### config.mk
export PLATFORM = sky130hd
export DESIGN_NAME = multi_slot_interval_timer_with_pwm_flat
export DESIGN_NICKNAME = d
export VERILOG_FILES = /design/src/msit_pkg.sv /design/src/msit_stream_if.sv /design/src/msit_pwm.sv /design/src/msit_prescaler.sv /design/src/msit_slots.sv /design/src/msit_timeouts.sv /design/src/multi_slot_interval_timer_with_pwm.sv /design/src/flat_wrapper.sv
export SDC_FILE = /design/constraint.sdc
export NUM_CORES = 1
export LEC_CHECK = 0
export BUFFER_PORTS_ARGS = -buffer_cell sky130_fd_sc_hd__buf_2
export CORE_AREA = 8 8 45 47
export DETAILED_ROUTE_END_ITERATION = 12
export DIE_AREA = 0 0 53 55
export GPL_TIMING_DRIVEN = 0
export PLACE_DENSITY = 0.76
export SLEW_MARGIN = 20
export SYNTH_ARGS = -nofsm -noshare
export SYNTH_HDL_FRONTEND = slang
export SYNTH_SLANG_ARGS = --single-unit
### constraint.sdc
create_clock -name clk -period 2.4 [get_ports clk]
set_input_delay 0.24 -clock clk [delete_from_list [all_inputs] [get_ports clk]]
set_output_delay 0.24 -clock clk [all_outputs]
set_load 0.01 [all_outputs]
### src/msit_pkg.sv
// shared types and constants for the multi-slot interval timer
// no dependencies; imported by every other file of the block except msit_stream_if
package msit_pkg;

    localparam int CFG_IDX_W  = 3;
    localparam int CFG_DATA_W = 16;
    localparam int LEVEL_W    = 6;
    localparam int MASK_W     = 4;
    localparam int INTERVAL_W = 16;
    localparam int TIMEOUT_W  = 32;
    localparam int TOTAL_W    = 32;
    localparam int TO_IDX_W   = 2;

    localparam int PWM_MOD       = 63;
    localparam int INTERVAL_REGS = 4;
    localparam int TIMEOUT_MAX   = 4;

    localparam logic [CFG_IDX_W-1:0] CFG_BACKLIGHT     = 3'd0;
    localparam logic [CFG_IDX_W-1:0] CFG_SLOT_USED     = 3'd1;
    localparam logic [CFG_IDX_W-1:0] CFG_SLOT_HALT     = 3'd2;
    localparam logic [CFG_IDX_W-1:0] CFG_INTERVAL_BASE = 3'd3;

    localparam logic MODE_FAST_TICK = 1'b0;
    localparam logic MODE_LOAD      = 1'b1;

    typedef struct packed {
        logic                 mode;
        logic [TO_IDX_W-1:0]  timeout_index;
        logic [TIMEOUT_W-1:0] timeout_value;
    } item_t;

    typedef struct packed {
        logic               backlight_on;
        logic               slow_tick;
        logic [MASK_W-1:0]  fired_mask;
        logic [MASK_W-1:0]  timeout_active_mask;
        logic [TOTAL_W-1:0] slow_tick_total;
    } result_t;

    typedef struct packed {
        logic fast_step;
        logic slow_step;
        logic load_step;
    } tick_ctrl_t;

endpackage

### src/msit_stream_if.sv
// valid/ready stream interface carrying one payload per transaction
// payload type is set at instantiation, usually a type from msit_pkg
interface msit_stream_if #(
    parameter type payload_t = logic
);
    logic     valid;
    logic     ready;
    payload_t payload;

    modport source (output valid, output payload, input ready);
    modport sink (input valid, input payload, output ready);
endinterface

### src/msit_pwm.sv
// backlight pwm: modulo-63 accumulator and held output level
// depends on msit_pkg
module msit_pwm (
    input  logic                        clk,
    input  logic                        rst_n,
    input  msit_pkg::tick_ctrl_t        tick,
    input  logic [msit_pkg::LEVEL_W-1:0] level,
    output logic                        backlight_on
);
    import msit_pkg::*;

    logic [LEVEL_W-1:0] accum_reg;
    logic [LEVEL_W-1:0] accum_next;
    logic               bl_reg;
    logic [LEVEL_W:0]   sum;
    logic               wrap;

    always_comb
    begin
        sum        = {1'b0, accum_reg} + {1'b0, level};
        wrap       = sum >= (LEVEL_W+1)'(PWM_MOD);
        accum_next = wrap ? LEVEL_W'(sum - (LEVEL_W+1)'(PWM_MOD)) : sum[LEVEL_W-1:0];
        backlight_on = tick.fast_step ? wrap : bl_reg;
    end

    always_ff @(posedge clk or negedge rst_n)
    begin
        if (!rst_n)
        begin
            accum_reg <= '0;
            bl_reg    <= 1'b0;
        end
        else if (tick.fast_step)
        begin
            accum_reg <= accum_next;
            bl_reg    <= wrap;
        end
    end
endmodule

### src/msit_prescaler.sv
// fast-tick prescaler and wrapping slow-tick total
// depends on msit_pkg
module msit_prescaler #(
    parameter int PRESCALE = 20
) (
    input  logic                         clk,
    input  logic                         rst_n,
    input  msit_pkg::tick_ctrl_t         tick,
    output logic                         slow_due,
    output logic [msit_pkg::TOTAL_W-1:0] total_next
);
    import msit_pkg::*;

    localparam int PW = $clog2(PRESCALE + 1);

    logic [PW-1:0]      count_reg;
    logic [PW-1:0]      count_dec;
    logic [TOTAL_W-1:0] total_reg;

    always_comb
    begin
        count_dec  = count_reg - PW'(1);
        slow_due   = count_dec == '0;
        total_next = tick.slow_step ? total_reg + TOTAL_W'(1) : total_reg;
    end

    always_ff @(posedge clk or negedge rst_n)
    begin
        if (!rst_n)
        begin
            count_reg <= PW'(PRESCALE);
            total_reg <= '0;
        end
        else
        begin
            if (tick.fast_step)
                count_reg <= slow_due ? PW'(PRESCALE) : count_dec;
            total_reg <= total_next;
        end
    end
endmodule

### src/msit_slots.sv
// interval slots: count slow ticks and fire at the programmed interval
// depends on msit_pkg
module msit_slots #(
    parameter int SLOT_COUNT = 4
) (
    input  logic                                         clk,
    input  logic                                         rst_n,
    input  msit_pkg::tick_ctrl_t                         tick,
    input  logic [msit_pkg::MASK_W-1:0]                  used_mask,
    input  logic [msit_pkg::MASK_W-1:0]                  halt_mask,
    input  logic [SLOT_COUNT-1:0][msit_pkg::INTERVAL_W-1:0] interval,
    output logic [msit_pkg::MASK_W-1:0]                  fired_mask
);
    import msit_pkg::*;

    logic [SLOT_COUNT-1:0][INTERVAL_W-1:0] count_reg;
    logic [SLOT_COUNT-1:0][INTERVAL_W-1:0] count_next;
    logic [INTERVAL_W-1:0]                 inc;
    logic                                  run;
    logic                                  hit;

    always_comb
    begin
        count_next = count_reg;
        fired_mask = '0;
        for (int i = 0; i < SLOT_COUNT; i++)
        begin
            run = used_mask[i] && !halt_mask[i];
            inc = count_reg[i] + INTERVAL_W'(1);
            hit = inc >= interval[i];
            if (tick.slow_step && run)
            begin
                count_next[i] = hit ? '0 : inc;
                fired_mask[i] = hit;
            end
        end
    end

    always_ff @(posedge clk or negedge rst_n)
    begin
        if (!rst_n)
            count_reg <= '0;
        else
            count_reg <= count_next;
    end
endmodule

### src/msit_timeouts.sv
// one-shot timeouts: armed by load transactions, counted down on slow ticks
// depends on msit_pkg
module msit_timeouts #(
    parameter int TO_COUNT = 4
) (
    input  logic                           clk,
    input  logic                           rst_n,
    input  msit_pkg::tick_ctrl_t           tick,
    input  logic [msit_pkg::TO_IDX_W-1:0]  load_index,
    input  logic [msit_pkg::TIMEOUT_W-1:0] load_value,
    output logic [msit_pkg::MASK_W-1:0]    active_mask
);
    import msit_pkg::*;

    logic [TO_COUNT-1:0][TIMEOUT_W-1:0] count_reg;
    logic [TO_COUNT-1:0][TIMEOUT_W-1:0] count_next;
    logic [TO_COUNT-1:0]                armed_reg;
    logic [TO_COUNT-1:0]                armed_next;

    always_comb
    begin
        count_next = count_reg;
        armed_next = armed_reg;
        for (int i = 0; i < TO_COUNT; i++)
        begin
            if (tick.load_step && load_index == TO_IDX_W'(i))
            begin
                count_next[i] = load_value;
                armed_next[i] = 1'b1;
            end
            else if (tick.slow_step && armed_reg[i])
            begin
                if (count_reg[i] != '0)
                    count_next[i] = count_reg[i] - TIMEOUT_W'(1);
                else
                    armed_next[i] = 1'b0;
            end
        end
        active_mask = MASK_W'(armed_next);
    end

    always_ff @(posedge clk or negedge rst_n)
    begin
        if (!rst_n)
        begin
            count_reg <= '0;
            armed_reg <= '0;
        end
        else
        begin
            count_reg <= count_next;
            armed_reg <= armed_next;
        end
    end
endmodule

### src/multi_slot_interval_timer_with_pwm.sv
// multi-slot interval timer with backlight pwm, top level
// depends on msit_pkg, msit_stream_if, msit_pwm, msit_prescaler, msit_slots, msit_timeouts
//
// Takes one transaction per cycle while the result side is not stalled and returns
// exactly one result per transaction. A transaction is held in an input register;
// in the cycle it moves to the result register, the pwm accumulator, the prescaler,
// every slot counter and every timeout are all updated in parallel by short logic,
// so the throughput is one transaction per clock while the result side is not
// stalled. Fast tick transactions (mode 0) advance the pwm and the prescaler, and
// every PRESCALE fast ticks a slow tick steps the slots, the timeouts and the slow
// tick total. Load transactions (mode 1) arm one timeout. Configuration writes must
// be made only while no transaction is in flight; the block does not hold them back.
module multi_slot_interval_timer_with_pwm #(
    parameter int SLOTS    = 4,
    parameter int TIMEOUTS = 4,
    parameter int PRESCALE = 20
) (
    input  logic                            clk,
    input  logic                            rst_n,
    input  logic                            cfg_we,
    input  logic [msit_pkg::CFG_IDX_W-1:0]  cfg_index,
    input  logic [msit_pkg::CFG_DATA_W-1:0] cfg_data,
    msit_stream_if.sink                     item,
    msit_stream_if.source                   result
);
    import msit_pkg::*;

    localparam int SLOT_COUNT = (SLOTS < INTERVAL_REGS) ? SLOTS : INTERVAL_REGS;
    localparam int TO_COUNT   = (TIMEOUTS < TIMEOUT_MAX) ? TIMEOUTS : TIMEOUT_MAX;

    logic [LEVEL_W-1:0]                    level_reg;
    logic [MASK_W-1:0]                     used_reg;
    logic [MASK_W-1:0]                     halt_reg;
    logic [SLOT_COUNT-1:0][INTERVAL_W-1:0] interval_reg;

    logic    item_valid_reg;
    item_t   item_reg;
    logic    res_valid_reg;
    result_t res_reg;
    result_t res_next;
    logic    advance;

    tick_ctrl_t         tick;
    logic               slow_due;
    logic               backlight_on;
    logic [TOTAL_W-1:0] total_next;
    logic [MASK_W-1:0]  fired_mask;
    logic [MASK_W-1:0]  active_mask;

    // configuration registers
    always_ff @(posedge clk or negedge rst_n)
    begin
        if (!rst_n)
        begin
            level_reg    <= '0;
            used_reg     <= '0;
            halt_reg     <= '0;
            interval_reg <= '0;
        end
        else if (cfg_we)
        begin
            case (cfg_index)
                CFG_BACKLIGHT: level_reg <= cfg_data[LEVEL_W-1:0];
                CFG_SLOT_USED: used_reg  <= cfg_data[MASK_W-1:0];
                CFG_SLOT_HALT: halt_reg  <= cfg_data[MASK_W-1:0];
                default:
                begin
                    for (int s = 0; s < SLOT_COUNT; s++)
                    begin
                        if (cfg_index == CFG_INTERVAL_BASE + CFG_IDX_W'(s))
                            interval_reg[s] <= cfg_data[INTERVAL_W-1:0];
                    end
                end
            endcase
        end
    end

    // handshake and pipeline control
    assign advance      = item_valid_reg && (!res_valid_reg || result.ready);
    assign item.ready   = !item_valid_reg || advance;
    assign result.valid = res_valid_reg;
    assign result.payload = res_reg;

    always_comb
    begin
        tick.fast_step = advance && (item_reg.mode == MODE_FAST_TICK);
        tick.load_step = advance && (item_reg.mode == MODE_LOAD);
        tick.slow_step = tick.fast_step && slow_due;
    end

    msit_pwm u_pwm (
        .clk          (clk),
        .rst_n        (rst_n),
        .tick         (tick),
        .level        (level_reg),
        .backlight_on (backlight_on)
    );

    msit_prescaler #(
        .PRESCALE (PRESCALE)
    ) u_prescaler (
        .clk        (clk),
        .rst_n      (rst_n),
        .tick       (tick),
        .slow_due   (slow_due),
        .total_next (total_next)
    );

    msit_slots #(
        .SLOT_COUNT (SLOT_COUNT)
    ) u_slots (
        .clk        (clk),
        .rst_n      (rst_n),
        .tick       (tick),
        .used_mask  (used_reg),
        .halt_mask  (halt_reg),
        .interval   (interval_reg),
        .fired_mask (fired_mask)
    );

    msit_timeouts #(
        .TO_COUNT (TO_COUNT)
    ) u_timeouts (
        .clk         (clk),
        .rst_n       (rst_n),
        .tick        (tick),
        .load_index  (item_reg.timeout_index),
        .load_value  (item_reg.timeout_value),
        .active_mask (active_mask)
    );

    always_comb
    begin
        res_next.backlight_on        = backlight_on;
        res_next.slow_tick           = tick.slow_step;
        res_next.fired_mask          = fired_mask;
        res_next.timeout_active_mask = active_mask;
        res_next.slow_tick_total     = total_next;
    end

    always_ff @(posedge clk or negedge rst_n)
    begin
        if (!rst_n)
        begin
            item_valid_reg <= 1'b0;
            res_valid_reg  <= 1'b0;
        end
        else
        begin
            if (item.ready)
                item_valid_reg <= item.valid;
            if (advance)
                res_valid_reg <= 1'b1;
            else if (result.ready)
                res_valid_reg <= 1'b0;
        end
    end

    always_ff @(posedge clk)
    begin
        if (item.valid && item.ready)
            item_reg <= item.payload;
        if (advance)
            res_reg <= res_next;
    end

    // load transactions never report a slow tick
    a_load_no_slow: assert property (@(posedge clk) disable iff (!rst_n)
        tick.load_step |=> (res_valid_reg && !res_reg.slow_tick))
        else $error("slow tick reported for a load transaction");

    // a slot only fires on a slow tick
    a_fire_on_slow: assert property (@(posedge clk) disable iff (!rst_n)
        (advance && fired_mask != '0) |-> tick.slow_step)
        else $error("slot fired without a slow tick");

    // input stage only stalls while holding a transaction
    a_stall_holds: assert property (@(posedge clk) disable iff (!rst_n)
        !item.ready |-> (item_valid_reg && res_valid_reg && !result.ready))
        else $error("input stalled without a pending result");

    // result reports the slow tick total as updated by the slow tick
    a_total_step: assert property (@(posedge clk) disable iff (!rst_n)
        tick.slow_step |=> (res_reg.slow_tick_total == $past(total_next)))
        else $error("slow tick total mismatch");
endmodule
### src/flat_wrapper.sv
// flat-port wrapper written by rule: the top's interface ports become plain ports
module multi_slot_interval_timer_with_pwm_flat import msit_pkg::*;
#(
    parameter int SLOTS    = 4,
    parameter int TIMEOUTS = 4,
    parameter int PRESCALE = 20
)
  (clk, rst_n, cfg_we, cfg_index, cfg_data, item_valid, item_payload, item_ready, result_valid, result_payload, result_ready);
  msit_stream_if item_i ();
  msit_stream_if result_i ();
  input  logic clk;
  input  logic rst_n;
  input  logic cfg_we;
  input  logic [msit_pkg::CFG_IDX_W-1:0] cfg_index;
  input  logic [msit_pkg::CFG_DATA_W-1:0] cfg_data;
  input wire logic [$bits(item_i.valid)-1:0] item_valid;
  input wire logic [$bits(item_i.payload)-1:0] item_payload;
  output wire logic [$bits(item_i.ready)-1:0] item_ready;
  output wire logic [$bits(result_i.valid)-1:0] result_valid;
  output wire logic [$bits(result_i.payload)-1:0] result_payload;
  input wire logic [$bits(result_i.ready)-1:0] result_ready;
  assign item_i.valid = item_valid;
  assign item_i.payload = item_payload;
  assign item_ready = item_i.ready;
  assign result_valid = result_i.valid;
  assign result_payload = result_i.payload;
  assign result_i.ready = result_ready;
  multi_slot_interval_timer_with_pwm #(.SLOTS(SLOTS), .TIMEOUTS(TIMEOUTS), .PRESCALE(PRESCALE)) u_core (.clk(clk), .rst_n(rst_n), .cfg_we(cfg_we), .cfg_index(cfg_index), .cfg_data(cfg_data), .item(item_i), .result(result_i));
endmodule
==> results.md <==
- Worst Tran Pin Value: 0.361 ns
- Die area: 2920 um2
- Synth Register Bits: 9
- Yosys top cell by area: dfrtp_1
- Fin Setup TNS: 0 ns
- Final Cycle Share: 0.708
- Num ports: 28
- Pwr/cell area: 1100 nW/um2
- Die Span Y: 55 um
- Final core occ: 0.388
- Area share of the largest cell type after synthesis: 0.333
- CTS Root Cell: clkbuf_4
- Largest net degree at the start of global routing: 9
- ANT nets after route: 0
- GRT Overall Usage: 0.0655
- Non-filler cells in the finished layout: 70
- Max FFs per register: 5
- Main combinational cell family by area after synthesis: simple AND/OR/NAND/NOR gates
- Worst Skew: 0.00134 ns
- Static leakage: 0.237 nW
- FF-to-FF setup slack: 0.70 ns
- Seq pwr share: 0.470
- Final Hold Fails: 0
- Via count: 321
- Critical Path Fanout Max: 6
- Post-Synth Adder-Cell Area: 0.0556
- Layout Nets: 82
- RSZ-0062 raised after global routing: no
- Sw Ratio: 0.355
- Top post-synthesis cells by area: dfrtp_1 (33%), dfstp_2 (12%), edfxtp_1 (6.7%), ha_1 (5.6%), nand2b_1 (4.2%)
- Clock share of power: 0.194
- Mapped Nets: 70
- Worst relative slew slack: 0.757
- Post_cts resized: 0
- Setup crit start: u_core.u_prescaler.count_reg[0]
- Vias per inst: 4.59
- Layout cells sized above 1: 0.259
- GP Congestion: ~0.73
- P&R area growth vs syn: 19.2%
- Minimum clock period: 1.70 ns
- Iter 0 DRT Violations: 2
- CTS tree: yes
- Worst hold path class: in2reg
- CP required: approximately 2.4 ns
- DIE WIDTH: 53 um
- RR Startpoint: u_core.u_prescaler.count_reg[0]
- Mux share of post-synthesis cell area: 0
- Max VDD drop: roughly 0.46 mV
- # setup viols final: 0
- Clock buffer depth: 2
- Cts hold-fix bufs: 1
- First-pass DRT Iterations: 2
- Ys async rst share: 0.889
- XOR/XNOR share of the synthesized area: 0.0583
- Rows: 14
- Fmax: 589 MHz
- ANT cells: 0
- Endpoint type of the worst setup path: flop
- Status: completed
- Gate Count Post-Synth: 43
- Slew Viols, Final: 0
- Unique cell type count in the Yosys netlist: 23
- Core ar.: 1380 um2
- Fraction of the mapped netlist area in compound gates: 0.125
- Worst r2r dst: u_core.result.payload
- Post-DR wirelength/cell: 10.6 um
- Synth cell count leaders: dfrtp_1 (6), inv_1 (4), nand2_1 (4), nor2_1 (4), nand2b_1 (3)
- Cells after DPL: 65
- Total grt overflow: 0
- Register-to-Register Path Depth: 7
- Synth warn: 0
- Vias in the first global route: 350
- CTS Buf Count: 3
- Initial antenna violation count: 0
- Internal power: 0.380 mW
- Count leader, synth: dfrtp_1
- Clock Latency Late Sink: 0.26 ns
- Seq/Total Area, Yosys: 0.517
- DRC: 0
- CTS clk-pin slew, worst paths: 0.06 ns
- Simple-gate share of the synthesized area: 0.211
- Dpl hpwl: 584 um
- Syn Area/Cell: 10.5 um2
- Initial Utilization: 0.325
- Clock Sink Count: 9
- Max Cap Viol: 0
- Setup bufs post-CTS: 0
- Depth of the CTS H-tree: 1
- Crit Path Category: reg2reg
- Critical Path End: u_core.result.payload
- Port Buffers: 6
- First-pass GRT wire length: 1380 um
- Mapped cell area: between 400 and 500 um2
- Startpoint type of the worst setup path: flop
- Post-synth EDFFs: 1
- Comb pwr share: 0.337
- Critical path arrival: 1.70 ns
- Detailed Route WL: 743 um
- Psw: approximately 0.21 mW
- Most used DFF post-synth: dfrtp_1
[critical path, cell delays in order, from the launching register on]
cell,delay [ns]
dfrtp_1,0.42
inv_1,0.06
ha_1,0.23
or2_1,0.22
o21ai_2,0.12
a31oi_2,0.14
nor3_2,0.15
xor2_1,0.10
[power by group through the flow]
stage                     combinational, mW  sequential, mW  clock, mW
after global routing                  0.229           0.287      0.127
after floorplan                       0.160           0.269          0
after CTS                             0.201           0.276      0.122
final                                 0.198           0.277      0.114
after detailed placement              0.198           0.279          0
after global placement                0.191           0.275          0
[routing by layer]
layer  global-route usage  share of wire  vias to the layer above
li1                     -              -                      168
met1               0.0714           0.48                      142
met2               0.0996           0.42                        9
met3               0.0428          0.082                        2
met4               0.0259          0.015                        0
met5                    0              0                        -
[worst min path at each step]
stage | slack [ns] | to | from | cells past startpoint
2_1_floorplan | -0.06 | u_core.item_valid_reg | rst_n | 0
3_3_place_gp | 0.09 | u_core.u_prescaler.count_reg[3] | rst_n | 1
3_5_place_dp | 0.09 | u_core.u_prescaler.count_reg[3] | rst_n | 1
5_1_grt | 0.17 | u_core.item_valid_reg | item_valid | 2
6_report | 0.17 | u_core.item_valid_reg | item_valid | 2
4_1_cts | 0.16 | u_core.item_valid_reg | item_valid | 2
[layout make-up]
class | instances | area, um2
Fill cell | 150 | 847
Clock buffer | 4 | 26.3
Timing Repair Buffer | 7 | 40.0
Multi-Input combinational cell | 30 | 203
Sequential cell | 9 | 233
Tap cell | 16 | 20.0
Inverter | 4 | 15.0
[logic make-up after synthesis]
group                    after synthesis
buffers and inverters                  4
XOR/XNOR                               3
adder cells (fa/ha/maj)                2
flip-flops                             9
AO/OA/AOI/OAI                          8
AND/OR/NAND/NOR                       17
[per-stage QoR]
| step | area, um2 | hold slack (ns) | setup slack (ns) | total power, mW |
|---|---|---|---|---|
| floorplan | 450 | -0.0556 | 0.805 | 0.429 |
| global placement | 500 | 0.0930 | 0.723 | 0.467 |
| detailed placement | 500 | 0.0911 | 0.689 | 0.478 |
| CTS | 537 | 0.158 | 0.694 | 0.598 |
| global route | 537 | 0.171 | 0.588 | 0.643 |
| finish | 537 | 0.167 | 0.701 | 0.589 |
[layout by cell type (no fill, tap or decap)]
| master | instances |
|---|---|
| buf_2 | 6 |
| dfrtp_1 | 6 |
| inv_1 | 4 |
| nand2_1 | 4 |
| nor2_1 | 4 |
| nand2b_1 | 3 |
| clkbuf_4 | 3 |
| xnor2_1 | 2 |
| o21ai_1 | 2 |
| ha_1 | 2 |
| dfstp_2 | 2 |
| or2_1 | 1 |
| o21ai_2 | 1 |
| and4_1 | 1 |
| a31oi_2 | 1 |
| nor3_2 | 1 |
| xor2_1 | 1 |
| nand3b_1 | 1 |
| nor3b_1 | 1 |
| a31oi_1 | 1 |
| nor4_1 | 1 |
| o22ai_1 | 1 |
| o21a_1 | 1 |
| o21ai_0 | 1 |
| clkbuf_1 | 1 |
| dlygate4sd3_1 | 1 |
| edfxtp_1 | 1 |
No activity file was read; power rests on OpenSTA's default activity.
